[src/design/assert_macros.svh]
// Assertion macros shared by the RTL modules.
`ifndef ASSERT_MACROS_SVH
`define ASSERT_MACROS_SVH

// Check an implication on every clock edge outside reset.
`define ASSERT_IMPL(lbl, prop, msg) \
  lbl: assert property (@(posedge clk_i) disable iff (!rst_ni) (prop)) else $error(msg);

// Check that a condition never holds outside reset.
`define ASSERT_NEVER(lbl, cond, msg) \
  `ASSERT_IMPL(lbl, !(cond), msg)

`endif

[src/design/trls_ram.sv]
// Generic single-write, single-read RAM with registered read data.
module trls_ram #(
  parameter int Width = 8,
  parameter int Depth = 256
) (
  input  logic                     clk_i,
  input  logic                     we_i,
  input  logic [$clog2(Depth)-1:0] waddr_i,
  input  logic [Width-1:0]         wdata_i,
  input  logic                     re_i,
  input  logic [$clog2(Depth)-1:0] raddr_i,
  output logic [Width-1:0]         rdata_o
);

  logic [Width-1:0] mem_q [Depth];
  logic [Width-1:0] rdata_q;

  always_ff @(posedge clk_i) begin
    if (we_i) begin
      mem_q[waddr_i] <= wdata_i;
    end
    if (re_i) begin
      rdata_q <= mem_q[raddr_i];
    end
  end

  assign rdata_o = rdata_q;

endmodule

[config.mk]
export PLATFORM = sky130hd
export DESIGN_NAME = trls_ram
export DESIGN_NICKNAME = d
export VERILOG_FILES = /design/src/design/assert_macros.svh /design/src/design/trls_ram.sv
export SDC_FILE = /design/constraint.sdc
export NUM_CORES = 2
export LEC_CHECK = 0
export BUFFER_PORTS_ARGS = -buffer_cell sky130_fd_sc_hd__buf_2
export CAP_MARGIN = 20
export CORE_MARGIN = 2
export CORE_UTILIZATION = 45
export CTS_BUF_LIST = sky130_fd_sc_hd__clkbuf_4 sky130_fd_sc_hd__clkbuf_8 sky130_fd_sc_hd__clkbuf_16
export CTS_CLUSTER_DIAMETER = 200
export CTS_CLUSTER_SIZE = 30
export DETAILED_ROUTE_END_ITERATION = 12
export SKIP_CTS_REPAIR_TIMING = 1
export SLEW_MARGIN = 0
export SYNTH_ARGS = -nofsm -noshare
export SYNTH_HDL_FRONTEND = slang
export SYNTH_SLANG_ARGS = --single-unit
[constraint.sdc]
create_clock -name clk_i -period 5.07 [get_ports clk_i]
set_input_delay 0.507 -clock clk_i [delete_from_list [all_inputs] [get_ports clk_i]]
set_output_delay 0.507 -clock clk_i [all_outputs]
set_load 0.01 [all_outputs]
[After elaboration in Yosys (flattened, before gate mapping)]
Memory sizes are Yosys's and may differ from the RTL's. A register that Yosys moved wholly into a read port is not among the register bits.
Index checks and enable logic that the tools add are counted.
Word-level totals
  bits in writable memories: 2048
  input port bits: 27
  output and inout port bits: 8
  memories: 1
  register bits after elaboration: 0
Cells by class
  multiplexer cells: 2
Memories
  mem_q: words 256, width 8, rd ports 1, clocked after memory_dff 1, wr ports 1, line trls_ram.sv:15  | logic [Width-1:0] mem_q [Depth];
Operators by type and width (number)
  $mux W1: 2

[Longest topological paths before layout]
  word-level depth: 2
  mapped depth: 11

[Worst setup path before layout]
Ideal clock, no wire load.
  path type: input to register
  start: input port raddr_i[0]
  end: register rdata_q[2], in the netlist rdata_o[2] (read register of mem_q), data pin
  required time: 4801 ps
  library setup time: 269 ps
  data arrival time: 2314 ps
  stages: 9
  slack: 2487 ps
  cells stage by stage: buf_6 > buf_12 > buf_8 > buf_2 > mux4_2 > a22oi_1 > a21oi_1 > nor4_1 > nor4_2
RTL lines
  start: declaration: line trls_ram.sv:11  | input logic [$clog2(Depth)-1:0] raddr_i,
  end: declaration: line trls_ram.sv:16  | logic [Width-1:0] rdata_q;

==> metrics.cfg <==
[routing]
drc_errors = 0
drt-pass1-iter-count = 5
vias_per_cell = 6.16
wirelength_mm = 197
drt_iter0_drc = 4899
antenna_left = 0
vias = 37500
routedWlPerCell_um = 32.3

[synth]
ys_types = 54
ys_ff_latch = 2056
avgSynthCellArea_um2 = 21.3
ys_seq_area_share_pct = 77.5
async_reset_ff_share_pct = 0
ys_warn_count = 0
syn_inst = 3733
ys.flop_type = edfxtp_1
synth_edf_count = 2056
synth_fp_nets = 3760
syn-cell-area_mm2 = 0.0796

[pwr]
leakage_nw = 25.2
ir_worst_vdd_uv = 320
powerDensity_mw_per_mm2 = 334

[clocking]
cts.clk_slew.worst_paths_ns = 0.11
cts-htree-levels = 3
clk_latency_ns = 0.74
clk_path_buf_depth = 3
cts_tree = done
root_buffer = clkbuf_16
numCtsBuffers = 78
cts.sinks = 2056

[cells_and_area]
multi_input_area_mm2 = 0.0165
n_fill_cell = 14100
final_nets = 3769
syn_to_final_growth_pct = 6.52
final_common_cell = edfxtp_1
layout_common_cells = edfxtp_1, mux4_2, nor2_1
utilization_pct = 48.2
seqCellArea_mm2 = 0.0617
final_layout_size_suffix_gt1_share_pct = 19.3
layoutNonFillerInstCount = 6094

[timing]
post-route-min-period_ns = 3.49
tightestPinTransition_ns = 1.19
setup_viol = 0
maxSlewHeadroom_pct = 20.7
max_freq_ghz = 0.286
fin_worst_skew_ns = 0.0315
grt_setup_unrepaired = no
hold_viol = 0
holdWs_ns = 0.225
final.setup.tns_ns = 0
finalCritPeriodShare_pct = 68.9
maxSlewViolCount = 0

[floorplanning]
fp.coreArea_mm2 = 0.176
io_pins = 35
dieArea_mm2 = 0.180
initial_core_util_pct = 45.3
rows = 154
dieHeight_um = 425
dieWidth_um = 425

[grt]
grt_pass1_wl_mm = 278
gr-total-overflow = 0
antenna_found_initial = 10
grt_max_degree = 171
grt_pass1_vias = 37200
grt_usage_pct = 21.7

[critical_path]
path_class = input pin to flip-flop
cp_data_required_time_ns = 5.52
cp-start-kind = input pin
worstSetupEndpointType = flip-flop
cp_max_fo = 83
cp.arrival_ns = 3.94

[place]
place_congestion = 0.830
dp_hpwl_mm = 120
dp.cells = 5999
portBuffers = 34

[flow_run]
drv_cap = 0

[hold_path]
min_path_type = input pin to flip-flop

[status]
status = finished clean

[routing by layer]
metal	share of wire (%)	track usage [%]	vias up
met1	42	31.1	20300
met5	0.13	0	-
met4	3.1	6.36	12
met2	47	33.4	1437
li1	-	-	15500
met3	8.0	5.05	259
[flip-flops by register name (all words and copies together), names as in the netlist]
name	flops
mem_q	2048
rdata_o	8
[layout make-up]
cell class              instances  share of cell area (%)
well taps                    2340                    3.45
clock buffers                  83                    2.45
inverters                       2                 0.00885
multi-input cells            1442                    19.4
repair buffers                162                    1.80
clock inverters                 3                  0.0531
flip-flops and latches       2056                    72.8
diodes                          6                  0.0177
[synthesized netlist by cell type (6+ instances only)]
cell / instances / area share, %
edfxtp_1: 2056 / 78
mux4_2: 454 / 13
nor2_1: 282 / 1.3
mux2i_1: 134 / 1.7
a22oi_1: 133 / 1.3
clkbuf_1: 111 / 0.52
a21oi_1: 96 / 0.60
o221ai_1: 46 / 0.51
nand3_1: 34 / 0.21
nand2_1: 33 / 0.16
buf_2: 31 / 0.19
nor2b_1: 31 / 0.24
o22ai_1: 28 / 0.22
buf_4: 27 / 0.25
nor4_1: 24 / 0.19
buf_1: 22 / 0.10
nor3_1: 22 / 0.14
buf_6: 21 / 0.30
a211oi_1: 16 / 0.15
a221oi_1: 13 / 0.14
buf_8: 13 / 0.25
nand4_1: 10 / 0.079
o211ai_1: 10 / 0.094
o21ai_0: 10 / 0.063
a22o_1: 8 / 0.088
buf_12: 8 / 0.20
nand2b_1: 8 / 0.063
and2_1: 6 / 0.047
[critical path, cell delays in order]
cell	delay (ns)
buf_8	0.58
buf_4	0.52
buf_4	0.30
nor2b_1	0.07
a211oi_1	0.62
nor2_1	0.24
nor4_1	0.62
buf_4	0.22
nor4_1	0.04
[logic make-up after synthesis]
kind of cell,after synthesis,synth area share [%]
flops,2056,77.5
compound gates,385,3.42
buf+inv,235,1.83
simple gates,466,2.63
mux,591,14.6
[through the flow]
step / area, um2 / setup slack (ns) / total power [mW]
finish: 84800 / 1.58 / 28.4
global route: 84800 / 1.66 / 29.1
CTS: 84800 / 1.63 / 28.5
detailed placement: 82700 / 0.802 / 20.8
global placement: 82700 / 0.754 / 20.8
floorplan: 79600 / 2.49 / 20.0
[worst paths after layout]
kind | from | endpoint | slack, ns | cells after the start
worst max-delay path | raddr_i[1] | rdata_o[7] | 1.58 | 9
worst min-delay path | wdata_i[5] | mem_q[142][5] | 0.22 | 1
worst max register to register | mem_q[96][7] | rdata_o[7] | 2.07 | 7
worst min register to register | mem_q[32][5] | rdata_o[5] | 1.13 | 6
[where the power goes]
group	switching (mW)	leakage, nW	internal (mW)	total (mW)
Clock	4.94	1.04	2.98	7.92
Sequential	0.0188	18.5	18.7	18.7
Combinational	1.12	5.69	0.575	1.70
No activity file was read; power rests on OpenSTA's default activity.
