$ cat config.mk
export PLATFORM = sky130hd
export DESIGN_NAME = trls_outq
export DESIGN_NICKNAME = d
export VERILOG_FILES = /design/src/design/trls_pkg.sv /design/src/design/trls_outq.sv
export VERILOG_INCLUDE_DIRS = /design/src /design/src/design
export SDC_FILE = /design/constraint.sdc
export NUM_CORES = 1
export LEC_CHECK = 0
export ABC_AREA = 1
export BUFFER_PORTS_ARGS = -buffer_cell sky130_fd_sc_hd__buf_2
export CORE_MARGIN = 2
export CORE_UTILIZATION = 57
export CTS_CLUSTER_SIZE = 8
export DETAILED_ROUTE_END_ITERATION = 8
export PLACE_DENSITY = 0.82
export SYNTH_ARGS = -nofsm -noshare
export SYNTH_HDL_FRONTEND = slang
export SYNTH_SLANG_ARGS = --single-unit
$ cat constraint.sdc
create_clock -name clk_i -period 2.3 [get_ports clk_i]
set_clock_uncertainty 0.1 [all_clocks]
set_input_delay 0.46 -clock clk_i [delete_from_list [all_inputs] [get_ports clk_i]]
set_output_delay 0.46 -clock clk_i [all_outputs]
set_load 0.02 [all_outputs]
$ cat src/design/assert_macros.svh
// Assertion macros shared by the RTL modules.
`ifndef ASSERT_MACROS_SVH
`define ASSERT_MACROS_SVH

// Check an implication on every clock edge outside reset.
`define ASSERT_IMPL(lbl, prop, msg) \
  lbl: assert property (@(posedge clk_i) disable iff (!rst_ni) (prop)) else $error(msg);

// Check that a condition never holds outside reset.
`define ASSERT_NEVER(lbl, cond, msg) \
  `ASSERT_IMPL(lbl, !(cond), msg)

`endif

$ cat src/design/trls_pkg.sv
// Shared constants, types and helpers of the terrain scanline generator.
package trls_pkg;

  localparam int LineWidth = 128;
  localparam int LineCount = 240;
  localparam int RomDepth  = 2048;

  localparam int ColW    = $clog2(LineWidth);
  localparam int RowW    = $clog2(LineCount);
  localparam int RomIdxW = $clog2(RomDepth);

  // Fixed field widths of the request and result ports
  localparam int AddrW  = 11;
  localparam int DataW  = 8;
  localparam int ScrollW = 8;
  localparam int ColorW = 3;
  localparam int XW     = 7;
  localparam int YW     = 8;

  localparam int RunW      = 6;
  localparam int RunFieldW = 5;
  localparam logic [RunW-1:0] RunBase = RunW'(32);
  localparam int LineStep      = 16;
  localparam int LineStepShift = $clog2(LineStep);

  localparam int OutQDepth = 4;
  localparam int OutQPtrW  = $clog2(OutQDepth);
  localparam int OutQCntW  = $clog2(OutQDepth + 1);

  typedef enum logic {
    CmdLoad  = 1'b0,
    CmdPixel = 1'b1
  } cmd_e;

  typedef struct packed {
    logic              pixel_valid;
    logic [ColorW-1:0] pixel_color;
    logic [XW-1:0]     pixel_x;
    logic [YW-1:0]     pixel_y;
    logic              line_end;
    logic              frame_end;
  } result_t;

  // Stage-two record of one accepted request
  typedef struct packed {
    logic            is_pixel;
    logic            fetch;
    logic [ColW-1:0] col;
    logic [RowW-1:0] row;
    logic            last_col;
    logic            last_row;
  } stage_t;

  function automatic logic [RomIdxW-1:0] rom_idx(input logic [AddrW-1:0] addr);
    rom_idx = RomIdxW'(addr);
  endfunction

endpackage

$ cat src/design/trls_outq.sv
// Small result queue that decouples the pixel pipeline from the output channel.
`include "assert_macros.svh"

module trls_outq (
  input  logic                     clk_i,
  input  logic                     rst_ni,
  input  logic                     push_i,
  input  trls_pkg::result_t        push_data_i,
  output logic [trls_pkg::OutQCntW-1:0] level_o,
  output logic                     out_valid_o,
  input  logic                     out_ready_i,
  output trls_pkg::result_t        out_data_o
);
  import trls_pkg::*;

  result_t               mem_q [OutQDepth];
  logic [OutQPtrW-1:0]   wr_ptr_q, wr_ptr_d;
  logic [OutQPtrW-1:0]   rd_ptr_q, rd_ptr_d;
  logic [OutQCntW-1:0]   count_q, count_d;
  logic                  pop;

  assign pop = out_valid_o && out_ready_i;

  always_comb begin
    wr_ptr_d = push_i ? wr_ptr_q + OutQPtrW'(1) : wr_ptr_q;
    rd_ptr_d = pop ? rd_ptr_q + OutQPtrW'(1) : rd_ptr_q;
    count_d  = count_q;
    if (push_i && !pop) begin
      count_d = count_q + OutQCntW'(1);
    end else if (!push_i && pop) begin
      count_d = count_q - OutQCntW'(1);
    end
  end

  always_ff @(posedge clk_i or negedge rst_ni) begin
    if (!rst_ni) begin
      wr_ptr_q <= '0;
      rd_ptr_q <= '0;
      count_q  <= '0;
    end else begin
      wr_ptr_q <= wr_ptr_d;
      rd_ptr_q <= rd_ptr_d;
      count_q  <= count_d;
    end
  end

  always_ff @(posedge clk_i) begin
    if (push_i) begin
      mem_q[wr_ptr_q] <= push_data_i;
    end
  end

  assign out_valid_o = (count_q != '0);
  assign out_data_o  = mem_q[rd_ptr_q];
  assign level_o     = count_q;

  `ASSERT_NEVER(a_outq_overflow, push_i && !pop && (count_q == OutQCntW'(OutQDepth)), "result queue overflow")
  `ASSERT_IMPL(a_outq_ptr_gap, (count_q == '0) || (count_q == OutQCntW'(OutQDepth)) || (wr_ptr_q != rd_ptr_q), "queue pointers disagree with level")

endmodule

**After elaboration in Yosys (flattened, before gate mapping)**

Memory sizes are Yosys's and may differ from the RTL's.
Cells that the tools add are included.

- Register bits after elaboration: 7
- Memory bits (writable): 84
- Input bits: 25
- Output and inout bits: 25
- Logic and storage cells: 19
- Memories: 1

Memories:

| memory | depth | bits a word | rd ports | clocked after memory_dff | write ports | RTL line | source |
|---|---|---|---|---|---|---|---|
| mem_q | 4 | 21 | 1 | 0 | 1 | trls_outq.sv:16 | `result_t mem_q [OutQDepth];` |

- $add $sub $neg: 4
- Muxes and demuxes: 4
- Reduce and logical (&&, ||, !) cells: 7

Operators by type and width:

| kind | number |
|---|---|
| 3-bit two-way mux | 2 |
| 2-bit by 1-bit adder with 2-bit output (second input constant) | 2 |
| 3-bit by 1-bit adder with 3-bit output (second input constant) | 1 |
| 1-bit logical AND | 3 |
| 3-bit nonzero test | 1 |
| 3-bit by 1-bit subtractor with 3-bit output (second input constant) | 1 |
| 1-bit zero test | 2 |
| 1-bit two-way mux | 2 |
| 2-bit nonzero test | 1 |

**Logic depth before layout (Yosys ltp)**

- Depth in word-level cells: 5
- Gate-level depth with buffers: 11
- Depth with buffers taken out: 11

**Worst setup path before layout**

Ideal clock, no wire load.

- Path type: register to register
- From: register count_q[0] (netlist: level_o[0])
- To: register count_q[2] (netlist: level_o[2])
- Library setup time: 0.117 ns
- Data arrival time: 1.748 ns
- Data required time: 2.083 ns
- Slack: 0.335 ns
- Cell stages (with the launch flop): 11
- Buffers on the path: 0
- Period minus slack after synthesis: 1.965 ns
- Path through: dfrtp_1 -> nor2_1 -> nand2_1 -> nand2_1 -> ha_1 -> inv_1 -> fa_1 -> nand2_1 -> nand3_1 -> nand2_1 -> nand2_1

- Word-level cells in the longest chain between the ends: 5
- Elaborated cells between the ends (all ways): 10
- Those cells by class: add/sub: 2; mux: 2; reduce/logical: 6

Ends and longest elaborated chain:

| element | RTL line | source |
|---|---|---|
| start, declared | trls_outq.sv:19 | `logic [OutQCntW-1:0] count_q, count_d;` |
| start signal, assigned | trls_outq.sv:43 | `count_q <= count_d;` |
| 3-bit nonzero test (*) | trls_outq.sv:53 | `assign out_valid_o = (count_q != '0);` |
| named net out_valid_o | trls_outq.sv:10 | `output logic out_valid_o,` |
| 1-bit logical AND (*) | trls_outq.sv:22 | `assign pop = out_valid_o && out_ready_i;` |
| 1-bit zero test | trls_outq.sv:28 | `if (push_i && !pop) begin` |
| 1-bit logical AND | trls_outq.sv:28 |  |
| 3-bit two-way mux / 2-bit nonzero test (equally long branches) | - |  |

Mark *: on every way through the listed nets, which the timed path passes. The rest lies on a longest branch. The select of a mux whose other input is x is not followed.
A chain may end at the register's enable or synchronous reset.

==> flow_metrics.tcl <==
set metrics [dict create \
    status "finished, final reports clean" \
    hold_path.class "primary input to flop" \
    syn_area_mm2 0.00387 \
    dr.pass1.iters 4 \
    synth_warnings 0 \
    critPathRequiredTime_ns 1.74 \
    slew_headroom_pct 63.4 \
    design_area_mm2 0.00441 \
    fin_util_pct 66.0 \
    clk_pin_slew_worst_paths_ns 0.08 \
    wl_um 6760 \
    insertedDiodeCount 0 \
    r2r-end "level_o[2]" \
    io_pins 50 \
    cts-root-buf "clkbuf_8" \
    die_h_um 86.4 \
    synth_top_family_by_area "compound AO/OA/AOI/OAI gates" \
    initial_core_util_pct 57.9 \
    startpoint_type "flop" \
    total_power_mw 5.62 \
    maxSlewViolCount 0 \
    yosysSeqAreaShare_pct 69.7 \
    cp_slowest_cell "inv_2" \
    remaining_drc_errors 0 \
    die_x_um 86.4 \
    dpl_cell_area_mm2 0.00421 \
    vias 2295 \
    synth-xor-area-share_pct 0.452 \
    synthAdderAreaFrac_pct 2.13 \
    ant_nets 0 \
    syn_inst 299 \
    fmax_mhz 464 \
    worst_pin_slew_ns 0.548 \
    maxCapViolations 0 \
    vias_per_cell 5.19 \
    r2r_setup_slack_ns 0.33 \
    finalCriticalPeriod_ns 2.15 \
    grt_usage_pct 20.2 \
    ys_types 18 \
    cts-htree-levels 3 \
    synth_compound_area_share_pct 11.0 \
    fin_crit_sh_pct 93.7 \
    finalNonFillerCells 442 \
    r2r-start "level_o[0]" \
    cts_sinks 91 \
    grt_pass1_vias 2375 \
    syn_area_per_cell_um2 12.9 \
    area_growth_pct 13.9 \
    endpoint "out_data_o[19]" \
    critPathKind "flop to output port" \
    powerDensity_mw_per_mm2 1270 \
    setup_tns_ns 0 \
    rows 30 \
    worst_hold_slack_ns 0.223 \
    cp_slowest_stage_delay_ns 0.42 \
    clk_latency_ns 0.34 \
    setup_slack_ns 0.146 \
    synth.area.mux_share_pct 0 \
    drive_above_1_share_pct 26.2 \
    syn-num-nets 330 \
    r2r_cells 10 \
    drtIter0Drc 156 \
    setup_violations 0 \
    arrival_ns 1.59 \
    antenna_found_initial 0 \
    cp.depth 4 \
    fp.dieArea_mm2 0.00747 \
    rsz0062_at_grt "false" \
    dp_hpwl_um 4570 \
    crit_family "buffers and inverters" \
    io_buffers 49 \
    critPathCaptureType "output port" \
    core_area_mm2 0.00668 \
    ys_seq_elements 91 \
    path_max_fanout 22 \
    power.static_leakage_nw 1.91 \
    synthSimpleGateAreaFrac_pct 8.69 \
    grt_max_degree 49 \
    hold_violations 0 \
    place.gp.congestion 0.806 \
    path_cells "inv_2 > o211ai_2 > nand2_1 > buf_2" \
    final_nets 388 \
    cp-startpoint "rd_ptr_q[1]" \
    wl_per_cell_um 15.3 \
    ir_worst_vdd_mv 0.946 \
    dpl_worst_slack_ns 0.360 \
    cts_buffers 9 \
    dpl.cell_count 425 \
    cts_tree "yes" \
    cts_setup_buffers 0 \
    grt_overflow 0 \
    crit_buf_inv 2 \
    grt_pass1_wl_um 11200 \
    cts_buffer_depth 2 \
]
## cell usage after synthesis
library cell  count  share of area (%)
o211ai_2         21                6.8
buf_2             6               0.78
ha_1              5                1.6
nand2_1          83                8.0
o211ai_1         21                4.1
inv_1            53                5.1
fa_1              1               0.52
nor2_1            1              0.097
dfrtp_1           7                4.5
inv_2             2               0.19
edfxtp_1         84                 65
xor2_1            1               0.23
buf_6             6                1.7
nand3_1           3               0.39
clkbuf_1          2               0.19
nand4_1           1               0.16
xnor2_1           1               0.23
o21ai_1           1               0.13
## routing by layer
| metal | GRT usage, % | wire, um | part of all wire (%) |
|---|---|---|---|
| met5 | 0 | 0 | 0 |
| met2 | 34.7 | 3630 | 54 |
| met1 | 23.8 | 2700 | 40 |
| met3 | 3.90 | 301 | 4.5 |
| met4 | 11.2 | 135 | 2.0 |
## kinds of logic after synthesis
family / count (synthesis)
AOI/OAI and AO/OA: 43
xor gates and xnor gates: 2
adders and majority gates: 6
buffers and inverters: 69
DFF: 91
and+or+nand+nor: 88
## worst register-to-register path: stages, from the launching register on
cell     delay (ns)
dfrtp_1        0.44
nor2_1         0.13
nand2_1        0.14
nand2_1        0.13
ha_1           0.19
inv_1          0.07
fa_1           0.38
inv_1          0.06
nand2_1        0.06
nand4_1        0.09
nand2_1        0.06
## sequential cells by signal, indices dropped and copies added (netlist names)
| name | flops |
|---|---|
| level_o | 3 |
| wr_ptr_q | 2 |
| rd_ptr_q | 2 |
| mem_q | 84 |
## power by group
part,leakage (nW),internal (mW),switching (mW),total (mW)
registers,0.855,2.18,0.131,2.31
logic,0.962,0.750,1.53,2.28
clock network,0.0909,0.535,0.497,1.03
total,1.91,3.46,2.15,5.62
## placed cells by master (no fill, tap or decap), drive strengths merged
| cell type | netlist | final |
|---|---|---|
| clkbuf | 2 | 14 |
| inv | 55 | 55 |
| buf | 12 | 60 |
| nand4 | 1 | 1 |
| bufinv | 0 | 1 |
| o211ai | 42 | 42 |
| fa | 1 | 1 |
| nand3 | 3 | 3 |
| edfxtp | 84 | 84 |
| nand2 | 83 | 83 |
| ha | 5 | 5 |
| clkinvlp | 0 | 1 |
| dfrtp | 7 | 7 |
| o21ai | 1 | 1 |
| nor2 | 1 | 1 |
| xor2 | 1 | 1 |
| xnor2 | 1 | 1 |
| dlygate4sd3 | 0 | 1 |
## how the worst min path moves through the flow
stage,startpoint,endpoint,cells after the start
6_report,push_data_i[16],mem_q[2][16],1
5_1_grt,push_data_i[16],mem_q[2][16],1
4_1_cts,push_data_i[16],mem_q[2][16],1
3_5_place_dp,rst_ni,level_o[2],1
3_3_place_gp,rst_ni,level_o[2],1
2_1_floorplan,rst_ni,level_o[0],0
## final cells by class
type                            count  area, um^2
Fill cell                         488        2270
Sequential cell                    91        2700
Clock buffer                       14         153
Tap cell                           80         100
Inverter                           55         206
Multi-Input combinational cell    139         862
Timing Repair Buffer               61         354
Clock inverter                      2        37.5
## what timing repair did
| action | CTS | global route |
|---|---|---|
| endpoints found under the hold margin | 7 | 0 |
| resized for setup | 0 | 1 |
| hold buffers | 1 | 0 |
| endpoints found under the setup margin | 0 | 8 |
No activity file was read; power rests on OpenSTA's default activity.
